==> config.mk <==
export PLATFORM = sky130hd
export DESIGN_NAME = dfi_muldiv
export DESIGN_NICKNAME = d
export VERILOG_FILES = /design/src/rtl/doppler_frequency_interpolator_top_macros.svh /design/src/rtl/dfi_pkg.sv /design/src/rtl/dfi_muldiv.sv
export SDC_FILE = /design/constraint.sdc
export NUM_CORES = 1
export LEC_CHECK = 0
export ABC_AREA = 1
export BUFFER_PORTS_ARGS = -buffer_cell sky130_fd_sc_hd__buf_2
export CORE_MARGIN = 2
export CORE_UTILIZATION = 60
export CTS_BUF_LIST = sky130_fd_sc_hd__clkbuf_4 sky130_fd_sc_hd__clkbuf_8
export DETAILED_ROUTE_END_ITERATION = 7
export PLACE_DENSITY = 0.79
export SKIP_CTS_REPAIR_TIMING = 1
export SYNTH_ARGS = -nofsm -noshare
export SYNTH_HDL_FRONTEND = slang
export SYNTH_SLANG_ARGS = --single-unit
==> constraint.sdc <==
create_clock -name clock -period 5.4 [get_ports clock]
set_clock_uncertainty 0.15 [all_clocks]
set_input_delay 0.81 -clock clock [delete_from_list [all_inputs] [get_ports clock]]
set_output_delay 0.81 -clock clock [all_outputs]
set_load 0.02 [all_outputs]
==> src/rtl/doppler_frequency_interpolator_top_macros.svh <==
// Assertion macros shared by the doppler frequency interpolator RTL.
`ifndef DOPPLER_FREQUENCY_INTERPOLATOR_TOP_MACROS_SVH
`define DOPPLER_FREQUENCY_INTERPOLATOR_TOP_MACROS_SVH

// Same-cycle implication, sampled on clock and disabled during reset.
`define DFI_ASSERT_IMP(label, ante, cons, msg) \
   label: assert property (@(posedge clock) disable iff (reset) (ante) |-> (cons)) \
      else $error(msg);

// Next-cycle implication, sampled on clock and disabled during reset.
`define DFI_ASSERT_NXT(label, ante, cons, msg) \
   label: assert property (@(posedge clock) disable iff (reset) (ante) |=> (cons)) \
      else $error(msg);

`endif

==> src/rtl/dfi_pkg.sv <==
// Types, widths and codes shared by the doppler frequency interpolator.
`default_nettype none
package dfi_pkg;

   // table geometry
   localparam int TABLE_DEPTH = 64;
   localparam int ADDR_W      = $clog2(TABLE_DEPTH);
   localparam int CNT_W       = $clog2(TABLE_DEPTH + 1);

   // field widths
   localparam int MODE_W      = 2;
   localparam int OFFSET_W    = 42;
   localparam int FREQ_W      = 33;
   localparam int STATUS_W    = 3;
   localparam int POINTS_W    = 7;
   localparam int ELAPSED_W   = OFFSET_W + 1;
   localparam int NUM_W       = OFFSET_W + 2;
   localparam int SPAN_W      = OFFSET_W;

   // multiply-divide sequencer
   localparam int DIV_STEPS   = FREQ_W;
   localparam int STEP_W      = $clog2(DIV_STEPS);

   // register port
   localparam int CSR_IDX_W   = 2;
   localparam int CSR_DATA_W  = OFFSET_W;
   localparam logic [CSR_IDX_W-1:0] CSR_START_TIME = 2'd0;
   localparam logic [CSR_IDX_W-1:0] CSR_FALLBACK   = 2'd1;

   // limits and reset values
   localparam logic [FREQ_W-1:0]   FREQ_MIN       = FREQ_W'(64'd70_000_000);
   localparam logic [FREQ_W-1:0]   FREQ_MAX       = FREQ_W'(64'd6_000_000_000);
   localparam logic [OFFSET_W-1:0] START_MAX      = OFFSET_W'(64'd4_102_444_800_000);
   localparam logic [FREQ_W-1:0]   FALLBACK_RESET = FREQ_W'(64'd145_800_000);

   // request modes
   localparam logic [MODE_W-1:0] MODE_LOAD  = 2'd0;
   localparam logic [MODE_W-1:0] MODE_QUERY = 2'd1;
   localparam logic [MODE_W-1:0] MODE_CLEAR = 2'd2;

   // response status codes
   localparam logic [STATUS_W-1:0] STATUS_TABLE    = 3'd0;
   localparam logic [STATUS_W-1:0] STATUS_FALLBACK = 3'd1;
   localparam logic [STATUS_W-1:0] STATUS_STORED   = 3'd2;
   localparam logic [STATUS_W-1:0] STATUS_REJECTED = 3'd3;
   localparam logic [STATUS_W-1:0] STATUS_FULL     = 3'd4;
   localparam logic [STATUS_W-1:0] STATUS_CLEARED  = 3'd5;

   // one breakpoint as stored in the table memory
   typedef struct packed {
      logic signed [OFFSET_W-1:0] point_ms;
      logic [FREQ_W-1:0]          point_hz;
   } entry_type;

   // command to the multiply-divide unit
   typedef struct packed {
      logic              start;
      logic [FREQ_W-1:0] a;
      logic [SPAN_W-1:0] num;
      logic [SPAN_W-1:0] span;
   } div_in_type;

   // result from the multiply-divide unit
   typedef struct packed {
      logic              done;
      logic [FREQ_W-1:0] q;
      logic [SPAN_W-1:0] r;
   } div_out_type;

endpackage
`default_nettype wire

==> src/rtl/dfi_muldiv.sv <==
// Serial multiply-divide: q = floor(a * num / span), r = remainder.
`default_nettype none
module dfi_muldiv (
   input  wire                   clock,
   input  wire                   reset,
   input  dfi_pkg::div_in_type   div_in,
   output dfi_pkg::div_out_type  div_out
);

   localparam logic [dfi_pkg::STEP_W-1:0] STEP_LAST = dfi_pkg::STEP_W'(dfi_pkg::DIV_STEPS - 1);

   logic                          busy_ff;
   logic                          phase_ff;
   logic                          done_ff;
   logic [dfi_pkg::STEP_W-1:0]    cnt_ff;
   logic [dfi_pkg::FREQ_W-1:0]    a_ff;
   logic [dfi_pkg::SPAN_W-1:0]    num_ff;
   logic [dfi_pkg::SPAN_W-1:0]    span_ff;
   logic [dfi_pkg::SPAN_W-1:0]    rr_ff;
   logic [dfi_pkg::FREQ_W-1:0]    qq_ff;

   logic [dfi_pkg::SPAN_W:0]      span_ext;
   logic [dfi_pkg::SPAN_W:0]      shifted;
   logic [dfi_pkg::SPAN_W:0]      shifted_sub;
   logic                          shifted_ge;
   logic [dfi_pkg::SPAN_W:0]      sum;
   logic [dfi_pkg::SPAN_W:0]      sum_sub;
   logic                          sum_ge;

   // doubling half-step and adding half-step of the remainder
   assign span_ext    = {1'b0, span_ff};
   assign shifted     = {rr_ff, 1'b0};
   assign shifted_sub = shifted - span_ext;
   assign shifted_ge  = (shifted >= span_ext);
   assign sum         = {1'b0, rr_ff} + {1'b0, num_ff};
   assign sum_sub     = sum - span_ext;
   assign sum_ge      = (sum >= span_ext);

   // sequence control
   always_ff @(posedge clock) begin
      if (reset) begin
         busy_ff  <= 1'b0;
         phase_ff <= 1'b0;
         done_ff  <= 1'b0;
         cnt_ff   <= '0;
      end else begin
         done_ff <= 1'b0;
         if (div_in.start) begin
            busy_ff  <= 1'b1;
            phase_ff <= 1'b0;
            cnt_ff   <= '0;
         end else if (busy_ff) begin
            phase_ff <= ~phase_ff;
            if (phase_ff) begin
               cnt_ff <= cnt_ff + 1'b1;
               if (cnt_ff == STEP_LAST) begin
                  busy_ff <= 1'b0;
                  done_ff <= 1'b1;
               end
            end
         end
      end
   end

   // datapath: one multiplier bit per doubling and adding half-step pair, most significant first
   always_ff @(posedge clock) begin
      if (div_in.start) begin
         a_ff    <= div_in.a;
         num_ff  <= div_in.num;
         span_ff <= div_in.span;
         rr_ff   <= '0;
         qq_ff   <= '0;
      end else if (busy_ff) begin
         if (!phase_ff) begin
            rr_ff <= shifted_ge ? shifted_sub[dfi_pkg::SPAN_W-1:0]
                                : shifted[dfi_pkg::SPAN_W-1:0];
            qq_ff <= {qq_ff[dfi_pkg::FREQ_W-2:0], shifted_ge};
         end else begin
            if (a_ff[dfi_pkg::FREQ_W-1]) begin
               if (sum_ge) begin
                  rr_ff <= sum_sub[dfi_pkg::SPAN_W-1:0];
                  qq_ff <= qq_ff + 1'b1;
               end else begin
                  rr_ff <= sum[dfi_pkg::SPAN_W-1:0];
               end
            end
            a_ff <= {a_ff[dfi_pkg::FREQ_W-2:0], 1'b0};
         end
      end
   end

   assign div_out.done = done_ff;
   assign div_out.q    = qq_ff;
   assign div_out.r    = rr_ff;

endmodule
`default_nettype wire

==> flow_summary.ini <==
[run_status]
status = completed

[routing]
drcViolationCount = 0
drt_wl_total_um = 78300
vias_per_cell = 5.86
vias = 22800
wire_per_inst_um = 20.1
first_pass_iters = 6
antenna_left = 0
drt-initial-drc-count = 3158

[cells_and_area]
multi_input_area_um2 = 12200
drive_gt1_share_pct = 10.3
ff_latch_area_um2 = 5200
final_common_cell = nand2_1
final_core_util_pct = 67.9
final_nets = 3669
fin_cells = 3887
syn_to_final_growth_pct = 12.1
fin_area_um2 = 22000
final_cell_mix = nand2_1 (1092), inv_1 (510), nor2_1 (329), nand3_1 (265), buf_2 (194)
fillCellCount = 3039

[synthesis]
syn_nets = 3456
synth-edff-count = 117
ys_warn_count = 0
synth_seq_area_share_pct = 26.5
netlist.area_leader.share_pct = 20.9
synth_mux_area_share_pct = 0
syn_area_um2 = 19600
synth-async-reset-ratio_pct = 0
synth_ff_type = edfxtp_1
synth-xor-area-share_pct = 3.75
synth_area_leader_cell = nand2_1
synth_cell_types = 48
synth_top_family_by_area = simple AND/OR/NAND/NOR gates
ys_ff_latch = 201
synthSimpleGateAreaFrac_pct = 39.4
synth_compound_area_share_pct = 9.90
synthCells = 3204
yosys-top-cells-area = nand2_1 (21%), edfxtp_1 (18%), inv_1 (9.8%)
syn_avg_cell_area_um2 = 6.12
synth_fa_ha_area_share_pct = 8.54

[timing]
fin_ws_ns = 0.120
slew_headroom_pct = 23.1
setup_viol = 0
whs_ns = 0.211
fin_crit_sh_pct = 97.8
hold_viol_final = 0
post-route-min-period_ns = 5.28
max_clock_freq_mhz = 189
slew_viol_final = 0
tightest_slew_ns = 1.15

[placed_design]
place_area_um2 = 21100
dp_cells = 3816
io_buffers = 195
place_ws_ns = -0.185
place_congestion = 1.14
hpwlAfterDp_um = 61700

[worst_setup_path]
cp.arrival_ns = 5.59
crit_start = rr_ff[0]
reg2reg_to = rr_ff[30]
crit_path_max_incr_delay_ns = 0.52
cp-end-kind = flip-flop
reg2reg_depth = 28
critPathBufInv = 4
cpMostUsedCell = nand2_1
worstPathRequired_ns = 5.71
timing.rr.start = rr_ff[0]
path_class = flip-flop to flip-flop
worst_setup_path_start_kind = flip-flop
cp_slowest_cell = nor2_2
worstPathMaxFanout = 10
critPathTopFamily = simple AND/OR/NAND/NOR gates
ff2ff_setup_slack_ns = 0.12

[floorplan]
dieArea_um2 = 34100
rows = 66
fp.dieH_um = 185
die_w_um = 185
start_util_pct = 60.5
num_io_pins = 196
coreArea_um2 = 32400

[global_routing]
grtUsageTotal_pct = 44.7
grt_overflow = 0
grt_pass1_wl_um = 115000
antenna_found_initial = 2
grt_max_degree = 106
grt_pass1_vias = 20700

[cts]
clkSinkCount = 201
cts_root_buffer = clkbuf_8
cts_tree = done
clkTransAtPathRegs_ns = 0.07
cts-htree-levels = 2
cts_made_buffers = 36
clk_path_buf_depth = 3
insertion_delay_ns = 0.62

[power_and_ir_drop]
power-per-cell-area_nw_per_um2 = 329
p_leak_nw = 11.6
ir_drop_mv = 0.330

[worst_hold_path]
hp-class = input port to flip-flop
hp-start = div_in[13]
min_path_cells = 1
holdPathEnd = span_ff[13]

[job]
drv_cap = 0
[how the worst max path moves through the flow]
| stage | slack (ns) | endpoint | cells after the start |
|---|---|---|---|
| after floorplan | 1.37 | rr_ff[27] | 31 |
| after global placement | -0.1 | rr_ff[26] | 30 |
| after detailed placement | -0.19 | rr_ff[26] | 30 |
| after CTS | -0.22 | qq_ff[11] | 28 |
| after global routing | -0.01 | qq_ff[11] | 26 |
| final | 0.12 | rr_ff[30] | 28 |
[through the flow]
stage / total power, mW / setup TNS (ns)
6_report: 7.22 / 0
5_1_grt: 7.57 / -0.0122
4_1_cts: 6.94 / -8.24
3_5_place_dp: 5.44 / -5.17
3_3_place_gp: 5.39 / -0.775
2_1_floorplan: 4.36 / 0
[cell usage after synthesis, types with 33 or more instances]
library cell,count
nand2_1,1093
dfxtp_1,84
xor2_1,47
nand4_1,57
clkbuf_1,33
nand3_1,266
nor3_1,41
xnor2_1,37
a21oi_1,188
nor2_1,330
inv_1,511
edfxtp_1,117
ha_1,129
o21ai_0,93
[state kept, by name (all words and copies together) (netlist names)]
register and flops:
busy_ff 1, num_ff 42, phase_ff 1, qq_ff 33
span_ff 42, rr_ff 42, cnt_ff 6, a_ff 33
done_ff 1
[metal layers]
metal,global-route usage [%],vias to the layer above,share of wire (%)
li1,-,10600,-
met1,61.3,10300,39
met2,66.0,1625,42
met3,12.5,189,14
met4,18.7,2,4.2
met5,0,-,0.011
[report_power, final]
part | leakage [nW] | total [mW] | internal (mW) | switching, mW
combinational | 9.39 | 3.88 | 1.20 | 2.68
clock | 0.376 | 1.50 | 0.790 | 0.712
sequential | 1.84 | 1.83 | 1.75 | 0.0891
[cells by family after synthesis]
kind of cell / Yosys count
compound gates: 354
xor+xnor: 84
fa+ha+maj: 132
buf+inv: 585
flops: 201
simple gates: 1848
[final cells by class]
| type | instances | share of cell area (%) |
|---|---|---|
| Antenna cell | 1 | 0.0114 |
| Clock buffer | 50 | 2.79 |
| Clock inverter | 15 | 0.484 |
| Inverter | 514 | 8.82 |
| Multi-Input combinational cell | 2420 | 55.3 |
| Sequential cell | 201 | 23.7 |
| Tap cell | 442 | 2.52 |
| Timing Repair Buffer | 244 | 6.41 |
(Power assumes the default switching activity.)
